File: src/rtl/pdt_pkg.sv
// Package: shared constants, payload structs and controller types for the deadline timer table.
`default_nettype none

package pdt_pkg;

  // Default sizing and fixed constants
  localparam int unsigned SLOTS_DEF     = 4;
  localparam int unsigned ID_BITS_DEF   = 16;
  localparam int unsigned US_PER_MS     = 1000;
  localparam logic [31:0] HICCUP_RESET  = 32'd10000000;
  localparam int unsigned PERIOD_US_W   = 42;

  // Command codes of an input beat
  localparam logic CMD_REGISTER = 1'b0;
  localparam logic CMD_TICK     = 1'b1;

  // Status codes of a result beat
  localparam logic STATUS_OK   = 1'b0;
  localparam logic STATUS_FULL = 1'b1;

  // Input beat
  typedef struct packed {
    logic        command;
    logic [15:0] client_id;
    logic [31:0] period_ms;
    logic [63:0] now_us;
  } pdt_in_t;

  // Result beat
  typedef struct packed {
    logic        fired;
    logic [15:0] fired_id;
    logic [1:0]  fired_slot;
    logic        status;
    logic [31:0] tick_count;
    logic [31:0] call_count;
    logic        last;
  } pdt_out_t;

  // Controller states
  typedef enum logic [2:0] {
    ST_IDLE,
    ST_REG_MUL,
    ST_REG_WR,
    ST_SCAN,
    ST_CLOSE
  } pdt_state_e;

  // Controller to datapath commands
  typedef struct packed {
    logic load;
    logic mul;
    logic reg_write;
    logic scan;
    logic close;
  } pdt_cmd_t;

  // Datapath to controller status
  typedef struct packed {
    logic started;
    logic scan_last;
  } pdt_stat_t;

endpackage

`default_nettype wire

File: src/rtl/periodic_deadline_timer_table.sv
// Top level: periodic deadline timer table, controller plus datapath.
//
// A beat is taken when start is high and busy is low. A register command keeps busy
// high through ST_REG_MUL, which forms period_ms * 1000, and ST_REG_WR, which searches
// the table, writes the slot and registers the closing result. A tick before the first
// registration at a nonzero time goes straight to ST_CLOSE. Any other tick scans in
// ST_SCAN, then closes: the scan checks one slot per cycle through a single 64-bit
// compare-and-advance unit, issues a fired result in the cycle after each due slot,
// and ends with the closing result that carries the counters. Results appear on res_o
// for one cycle each, marked by res_valid_o, and the receiver cannot hold them off. The
// user must write hiccup_threshold_us through cfg_we_i and cfg_wdata_i only while the
// block is idle; the block does not enforce this. It resets to 10000000.
`default_nettype none

module periodic_deadline_timer_table #(
  parameter int unsigned SLOTS   = pdt_pkg::SLOTS_DEF,
  parameter int unsigned ID_BITS = pdt_pkg::ID_BITS_DEF
) (
  input  wire logic              clk_i,
  input  wire logic              rst_ni,
  input  wire logic              start,
  output logic                   busy,
  input  wire pdt_pkg::pdt_in_t  in_i,
  input  wire logic              cfg_we_i,
  input  wire logic [31:0]       cfg_wdata_i,
  output logic                   res_valid_o,
  output pdt_pkg::pdt_out_t      res_o
);
  import pdt_pkg::*;

  pdt_cmd_t  cmd;
  pdt_stat_t stat;

  // Sequence each beat
  pdt_ctrl u_ctrl (
    .clk_i     (clk_i),
    .rst_ni    (rst_ni),
    .start     (start),
    .command_i (in_i.command),
    .stat_i    (stat),
    .cmd_o     (cmd),
    .busy      (busy)
  );

  // Hold the table and form results
  pdt_datapath #(
    .SLOTS   (SLOTS),
    .ID_BITS (ID_BITS)
  ) u_datapath (
    .clk_i       (clk_i),
    .rst_ni      (rst_ni),
    .in_i        (in_i),
    .cfg_we_i    (cfg_we_i),
    .cfg_wdata_i (cfg_wdata_i),
    .cmd_i       (cmd),
    .stat_o      (stat),
    .res_valid_o (res_valid_o),
    .res_o       (res_o)
  );

endmodule

`default_nettype wire

File: src/rtl/pdt_ctrl.sv
// Controller: state machine that sequences registration, slot scan and closing beats.
`default_nettype none

module pdt_ctrl (
  input  wire logic              clk_i,
  input  wire logic              rst_ni,
  input  wire logic              start,
  input  wire logic              command_i,
  input  wire pdt_pkg::pdt_stat_t stat_i,
  output pdt_pkg::pdt_cmd_t      cmd_o,
  output logic                   busy
);
  import pdt_pkg::*;

  pdt_state_e state_q, state_d;

  // Hold state
  always_ff @(posedge clk_i or negedge rst_ni) begin
    if (!rst_ni) begin
      state_q <= ST_IDLE;
    end else begin
      state_q <= state_d;
    end
  end

  // Pick next state and drive datapath commands
  always_comb begin
    state_d = state_q;
    cmd_o   = '0;
    busy    = 1'b1;
    case (state_q)
      ST_IDLE: begin
        busy = 1'b0;
        if (start) begin
          cmd_o.load = 1'b1;
          if (command_i == CMD_REGISTER) begin
            state_d = ST_REG_MUL;
          end else if (stat_i.started) begin
            state_d = ST_SCAN;
          end else begin
            state_d = ST_CLOSE;
          end
        end
      end
      ST_REG_MUL: begin
        cmd_o.mul = 1'b1;
        state_d   = ST_REG_WR;
      end
      ST_REG_WR: begin
        cmd_o.reg_write = 1'b1;
        state_d         = ST_IDLE;
      end
      ST_SCAN: begin
        cmd_o.scan = 1'b1;
        if (stat_i.scan_last) begin
          state_d = ST_CLOSE;
        end
      end
      ST_CLOSE: begin
        cmd_o.close = 1'b1;
        state_d     = ST_IDLE;
      end
      default: begin
        state_d = ST_IDLE;
      end
    endcase
  end

endmodule

`default_nettype wire

File: src/rtl/pdt_datapath.sv
// Datapath: slot table, counters, threshold register and result register.
`default_nettype none

module pdt_datapath #(
  parameter int unsigned SLOTS   = pdt_pkg::SLOTS_DEF,
  parameter int unsigned ID_BITS = pdt_pkg::ID_BITS_DEF
) (
  input  wire logic               clk_i,
  input  wire logic               rst_ni,
  input  wire pdt_pkg::pdt_in_t   in_i,
  input  wire logic               cfg_we_i,
  input  wire logic [31:0]        cfg_wdata_i,
  input  wire pdt_pkg::pdt_cmd_t  cmd_i,
  output pdt_pkg::pdt_stat_t      stat_o,
  output logic                    res_valid_o,
  output pdt_pkg::pdt_out_t       res_o
);
  import pdt_pkg::*;

  localparam int unsigned SLOT_W = (SLOTS > 1) ? $clog2(SLOTS) : 1;
  localparam logic [SLOT_W-1:0] LAST_IDX = SLOT_W'(SLOTS - 1);

  // Latched input beat and control registers
  pdt_in_t     item_q;
  logic [31:0] thr_q;
  logic [31:0] ticks_q;
  logic [31:0] calls_q;
  logic        started_q;
  logic [SLOT_W-1:0] idx_q;
  logic [PERIOD_US_W-1:0] period_us_q;

  // Slot table
  logic                   valid_q    [SLOTS];
  logic [ID_BITS-1:0]     client_q   [SLOTS];
  logic [PERIOD_US_W-1:0] period_q   [SLOTS];
  logic [63:0]            deadline_q [SLOTS];

  // Result register
  logic     out_valid_q, out_valid_d;
  pdt_out_t out_q, out_d;

  // Id of the item, held to ID_BITS
  logic [ID_BITS+15:0] id_wide;
  logic [ID_BITS-1:0]  id_m;
  assign id_wide = {{ID_BITS{1'b0}}, item_q.client_id};
  assign id_m    = id_wide[ID_BITS-1:0];

  // Find the slot that holds this id and the first free slot
  logic              hit_found, free_found;
  logic [SLOT_W-1:0] hit_idx, free_idx, w_idx;
  logic              per_zero, reg_set, reg_clr, reg_full;

  always_comb begin
    hit_found  = 1'b0;
    free_found = 1'b0;
    hit_idx    = '0;
    free_idx   = '0;
    for (int i = 0; i < SLOTS; i++) begin
      if (!hit_found && valid_q[i] && (client_q[i] == id_m)) begin
        hit_found = 1'b1;
        hit_idx   = SLOT_W'(i);
      end
      if (!free_found && !valid_q[i]) begin
        free_found = 1'b1;
        free_idx   = SLOT_W'(i);
      end
    end
  end

  assign per_zero = (item_q.period_ms == 32'd0);
  assign w_idx    = hit_found ? hit_idx : free_idx;
  assign reg_set  = cmd_i.reg_write && !per_zero && (hit_found || free_found);
  assign reg_clr  = cmd_i.reg_write && per_zero && hit_found;
  assign reg_full = !per_zero && !hit_found && !free_found;

  // Check the slot under the scan index
  logic [63:0] s_dl, s_diff, dl_rebase, dl_step, dl_new;
  logic [63:0] s_per;
  logic        s_due, s_late, fire;

  assign s_dl      = deadline_q[idx_q];
  assign s_per     = {{(64 - PERIOD_US_W){1'b0}}, period_q[idx_q]};
  assign s_due     = valid_q[idx_q] && (item_q.now_us >= s_dl);
  assign s_diff    = item_q.now_us - s_dl;
  assign s_late    = s_diff > {32'd0, thr_q};
  assign dl_rebase = item_q.now_us + s_per;
  assign dl_step   = s_dl + s_per;
  assign dl_new    = s_late ? dl_rebase : dl_step;
  assign fire      = cmd_i.scan && s_due;

  // Fired id and slot cut to the result widths
  logic [ID_BITS+15:0] fid_wide;
  logic [SLOT_W+1:0]   fslot_wide;
  assign fid_wide   = {16'd0, client_q[idx_q]};
  assign fslot_wide = {2'b00, idx_q};

  // Form the next result beat
  always_comb begin
    out_valid_d = 1'b0;
    out_d       = out_q;
    if (cmd_i.reg_write) begin
      out_valid_d      = 1'b1;
      out_d            = '0;
      out_d.status     = reg_full ? STATUS_FULL : STATUS_OK;
      out_d.tick_count = ticks_q;
      out_d.call_count = calls_q;
      out_d.last       = 1'b1;
    end else if (cmd_i.close) begin
      out_valid_d      = 1'b1;
      out_d            = '0;
      out_d.status     = STATUS_OK;
      out_d.tick_count = ticks_q;
      out_d.call_count = calls_q;
      out_d.last       = 1'b1;
    end else if (fire) begin
      out_valid_d      = 1'b1;
      out_d            = '0;
      out_d.fired      = 1'b1;
      out_d.fired_id   = fid_wide[15:0];
      out_d.fired_slot = fslot_wide[1:0];
      out_d.status     = STATUS_OK;
      out_d.tick_count = ticks_q;
      out_d.call_count = calls_q + 32'd1;
      out_d.last       = 1'b0;
    end
  end

  // Control registers, counters and valid bits
  always_ff @(posedge clk_i or negedge rst_ni) begin
    if (!rst_ni) begin
      thr_q       <= HICCUP_RESET;
      ticks_q     <= '0;
      calls_q     <= '0;
      started_q   <= 1'b0;
      idx_q       <= '0;
      out_valid_q <= 1'b0;
      for (int i = 0; i < SLOTS; i++) begin
        valid_q[i] <= 1'b0;
      end
    end else begin
      out_valid_q <= out_valid_d;
      if (cfg_we_i) begin
        thr_q <= cfg_wdata_i;
      end
      if (cmd_i.load) begin
        idx_q <= '0;
        if (in_i.command == CMD_TICK && started_q) begin
          ticks_q <= ticks_q + 32'd1;
        end
      end
      if (cmd_i.scan && idx_q != LAST_IDX) begin
        idx_q <= idx_q + SLOT_W'(1);
      end
      if (fire) begin
        calls_q <= calls_q + 32'd1;
      end
      if (reg_set) begin
        valid_q[w_idx] <= 1'b1;
        if (item_q.now_us != 64'd0) begin
          started_q <= 1'b1;
        end
      end
      if (reg_clr) begin
        valid_q[hit_idx] <= 1'b0;
      end
    end
  end

  // Payload registers
  always_ff @(posedge clk_i) begin
    out_q <= out_d;
    if (cmd_i.load) begin
      item_q <= in_i;
    end
    if (cmd_i.mul) begin
      period_us_q <= {10'd0, item_q.period_ms} * PERIOD_US_W'(US_PER_MS);
    end
    if (reg_set) begin
      client_q[w_idx]   <= id_m;
      period_q[w_idx]   <= period_us_q;
      deadline_q[w_idx] <= item_q.now_us + {{(64 - PERIOD_US_W){1'b0}}, period_us_q};
    end
    if (fire) begin
      deadline_q[idx_q] <= dl_new;
    end
  end

  assign stat_o.started   = started_q;
  assign stat_o.scan_last = (idx_q == LAST_IDX);
  assign res_valid_o      = out_valid_q;
  assign res_o            = out_q;

endmodule

`default_nettype wire

File: config.mk
export PLATFORM = sky130hd
export DESIGN_NAME = periodic_deadline_timer_table
export DESIGN_NICKNAME = d
export VERILOG_FILES = /design/src/rtl/pdt_pkg.sv /design/src/rtl/periodic_deadline_timer_table.sv /design/src/rtl/pdt_ctrl.sv /design/src/rtl/pdt_datapath.sv
export SDC_FILE = /design/constraint.sdc
export NUM_CORES = 2
export LEC_CHECK = 0
export ABC_AREA = 1
export BUFFER_PORTS_ARGS = -buffer_cell sky130_fd_sc_hd__buf_2
export CAP_MARGIN = 10
export CORE_UTILIZATION = 63
export DETAILED_ROUTE_END_ITERATION = 8
export PLACE_DENSITY = 0.81
export SYNTH_ARGS = -nofsm -noshare
export SYNTH_HDL_FRONTEND = slang
export SYNTH_SLANG_ARGS = --single-unit
File: constraint.sdc
create_clock -name clk_i -period 9.9 [get_ports clk_i]
set_input_delay 0.495 -clock clk_i [delete_from_list [all_inputs] [get_ports clk_i]]
set_output_delay 0.495 -clock clk_i [all_outputs]
set_load 0.01 [all_outputs]
==> metrics.md <==
| Metric | Value |
|---|---|
| Aggregate global-route resource usage | `35.4%` |
| Max FO, Critical Path | `86` |
| Count of final max-slew check failures | `0` |
| Filler cells | `5743` |
| Number of enable flip-flop cells after synthesis | `692` |
| Port buffer count | `235` |
| Number of vias per cell after detailed routing | `5.97` |
| Start point of the worst hold path | `in_i[102]` |
| Post-cts sizing count | `0` |
| Count of state elements after synthesis | `819` |
| Post-layout utilization of the core | `71.5%` |
| Share of post-route cells with drive strength above 1 | `8.98%` |
| Clock Tree Root | `clkbuf_16` |
| Antenna violations before repair | `3` |
| Pin count of the biggest net entering global routing | `113` |
| Post-placement cell area | `52300 um^2` |
| Aggregate global routing overflow | `0` |
| Class of the most critical setup path | `reg -> reg` |
| Horiz. Die Dim | `283 um` |
| Iteration-0 DRC count of the detailed router | `5115` |
| Clock network latency to the later pin of the worst-skew pair | `0.67 ns` |
| Clock tree from TritonCTS | `built` |
| Number of placed I/O pins | `236` |
| Synth-to-Final Area Change | `11.7%` |
| Initial standard-cell utilization of the core | `64.0%` |
| Final worst hold slack | `0.0202 ns` |
| Total clock sinks | `819` |
| Yosys warns | `0` |
| Number of nets still failing antenna checks after routing | `0` |
| Kind of launch point of the worst setup path | `flip-flop` |
| Std cell rows | `102` |
| Die extent in y | `283 um` |
| Global placement routability congestion | `1.07` |
| Floorplan die area | `80400 um^2` |
| DR pass1 iterations | `6` |
| Max Freq | `114 MHz` |
| Wire length on met3 | `15700 um` |
| Worst path arrival time | `9.11 ns` |
| Post-DP HPWL | `104000 um` |
| Largest stage delay on the critical path | `0.70 ns` |
| Main synth FF type | `edfxtp_1` |
| Wire length of the first global-routing pass | `221000 um` |
| Vias after detailed routing | `41464` |
| Post-route DRC violation count | `0` |
| Unique cell type count in the Yosys netlist | `68` |
| Syn_area_per_cell | `9.00 um^2` |
| Crit. Startpoint | `u_datapath.idx_q[0]` |
| RSZ-0062 raised after global routing | `no` |
| Uppermost layer routed | `met5` |
| Required arrival time at the worst endpoint | `10.21 ns` |
| Worst Tran Pin Value | `1.23 ns` |
| Final hold vios | `0` |
| Hold Path Class | `in -> reg` |
| Number of instances in the synthesized netlist | `5543` |
| Dominant cell type by area after synthesis | `edfxtp_1` |
| Number of buffers created by CTS | `84` |
| Synthesized Nets | `6096` |
| FF-to-FF Start | `u_datapath.idx_q[0]` |
| Most frequent CP cell | `nand2_1` |
| Routed WL | `144000 um` |
| Clock skew after layout | `0.0544 ns` |
| NumNets Final | `6384` |
| Clock buffer depth | `3` |
| Final std cell area, no fill | `55800 um^2` |
| M1 wire length | `58100 um` |
| Worst-case headroom to the max-slew limit | `16.9%` |
| CORE AREA | `78000 um^2` |
| Capturing element type of the critical path | `flip-flop` |
| Netlist area before placement | `49900 um^2` |
| Detail-routed net length per standard cell | `20.7 um` |
| Clock transition at the registers of the reported paths | `0.06 ns` |
| Status | `completed` |
| Max-capacitance violation count | `0` |
| H-tree Lvls | `3` |
| Setup Total Neg Slack | `0 ns` |
| Proportion of netlist area held by the largest area contributor | `41.6%` |
| Final setup violating endpoints | `0` |
| Wire length on met2 | `65100 um` |
| Portion of the clock cycle consumed by the worst path in the final layout | `88.9%` |
| Slowest cell on crit path | `buf_4` |
| Share of flip-flops with an asynchronous set or reset | `13.1%` |
| Biggest area contributors in the synthesized netlist | `edfxtp_1, nand2_1, ha_1` |
| Vias in the first global route | `39930` |
| Sequential area share after synthesis | `47.8%` |
| Minimum clock period after layout | `8.80 ns` |
==> layout make-up <==
cell class,count,area (um^2),share of cell area (%)
clock inverters,56,666,1.19
well taps,1040,1300,2.33
flip-flops and latches,819,23900,42.8
clock buffers,100,2160,3.88
inverters,726,2740,4.90
diodes,2,5.00,0.00897
multi-input cells,3858,22900,41.0
repair buffers,342,2150,3.86
==> stage by stage <==
| step | cells | setup WS (ns) |
|---|---|---|
| 2_1_floorplan | 5543 | 1.95 |
| 3_3_place_gp | 6721 | 1.33 |
| 3_5_place_dp | 6721 | 1.35 |
| 4_1_cts | 6941 | 1.31 |
| 5_1_grt | 6943 | 0.407 |
| 6_report | 6943 | 1.10 |
==> worst paths after layout <==
| kind | endpoint | slack [ns] | cells after the start |
|---|---|---|---|
| worst min-delay path | u_datapath.id_m[6] | 0.02 | 1 |
| worst min register to register | u_datapath.res_o[82] | 0.47 | 1 |
| max in group asynchronous | u_datapath.idx_q[0] | 8.15 | 3 |
| min in group asynchronous | u_datapath.ticks_q[27] | 0.41 | 2 |
| worst max-delay path | u_datapath.deadline_q[0][52] | 1.10 | 44 |
| worst max register to register | u_datapath.deadline_q[0][52] | 1.10 | 44 |
==> synth_stat cells, types with 20 or more instances <==
library cell  instances
xnor2_1              52
clkbuf_1            121
fa_1                121
nor3_1               57
o22ai_1              65
o21ai_0             371
nor4_1               30
dfxtp_1              20
nand3_1             195
edfxtp_1            692
inv_2                24
a31oi_1              47
a32oi_1              22
a32o_1               41
inv_1               698
nor2_1              487
nor2_2               29
a21oi_1             349
xor2_1              141
dfrtp_1              99
nand4_1              52
nand2_1            1331
ha_1                283
==> cells in the final DEF, fill, tap and decap left out, types with 121 or more instances in the layout <==
| cell | synthesis | final |
|---|---|---|
| xor2_1 | 141 | 141 |
| edfxtp_1 | 692 | 692 |
| o21ai_0 | 371 | 371 |
| fa_1 | 121 | 121 |
| nor2_1 | 487 | 478 |
| buf_2 | 5 | 234 |
| inv_1 | 698 | 697 |
| nand2_1 | 1331 | 1329 |
| a21oi_1 | 349 | 348 |
| ha_1 | 283 | 283 |
| nand3_1 | 195 | 195 |
==> cells by family after synthesis <==
logic type,after synthesis,share of synthesized area (%)
adder cells (fa/ha/maj),404,11.9
AO/OA/AOI/OAI,1016,11.6
XOR/XNOR,193,3.39
AND/OR/NAND/NOR,2242,18.5
multiplexers,3,0.0652
buffers and inverters,866,6.59
flip-flops,819,47.8
==> worst max-delay path, delay by kind of cell (launching register included) <==
kind            cells  cell delay [ns]
simple gates       30             3.98
xor+xnor            1             0.18
fa+ha+maj           3             1.19
compound gates      5             0.95
buf+inv             5             1.60
flops               1             0.45
==> per-layer routing <==
metal / vias to the layer above / global-route usage (%)
met5: - / 0
met4: 2 / 11.3
met3: 305 / 6.23
met2: 2307 / 55.5
met1: 19531 / 50.2
li1: 19319 / -
==> registers in the layout, summed over array words and instances, names as in the netlist, 3 cells and up <==
signal / cells
u_datapath.res_o: 85
u_datapath.calls_q: 32
u_datapath.ticks_q: 32
u_datapath.period_us_q: 39
u_datapath.id_m: 16
u_datapath.period_q: 156
u_ctrl.state_q: 3
u_datapath.deadline_q: 256
u_datapath.client_q: 64
u_datapath.thr_q: 32
u_datapath.valid_q: 4
u_datapath.item_q: 96
==> timing repair <==
action	4_1_cts	5_1_grt
buffers inserted	0	0
endpoints found under the hold margin	104	0
hold buffers	64	0
Power is left out: the tool's default activity adds up to more than one toggle a clock period on the data nets, which glitch-free logic cannot reach.
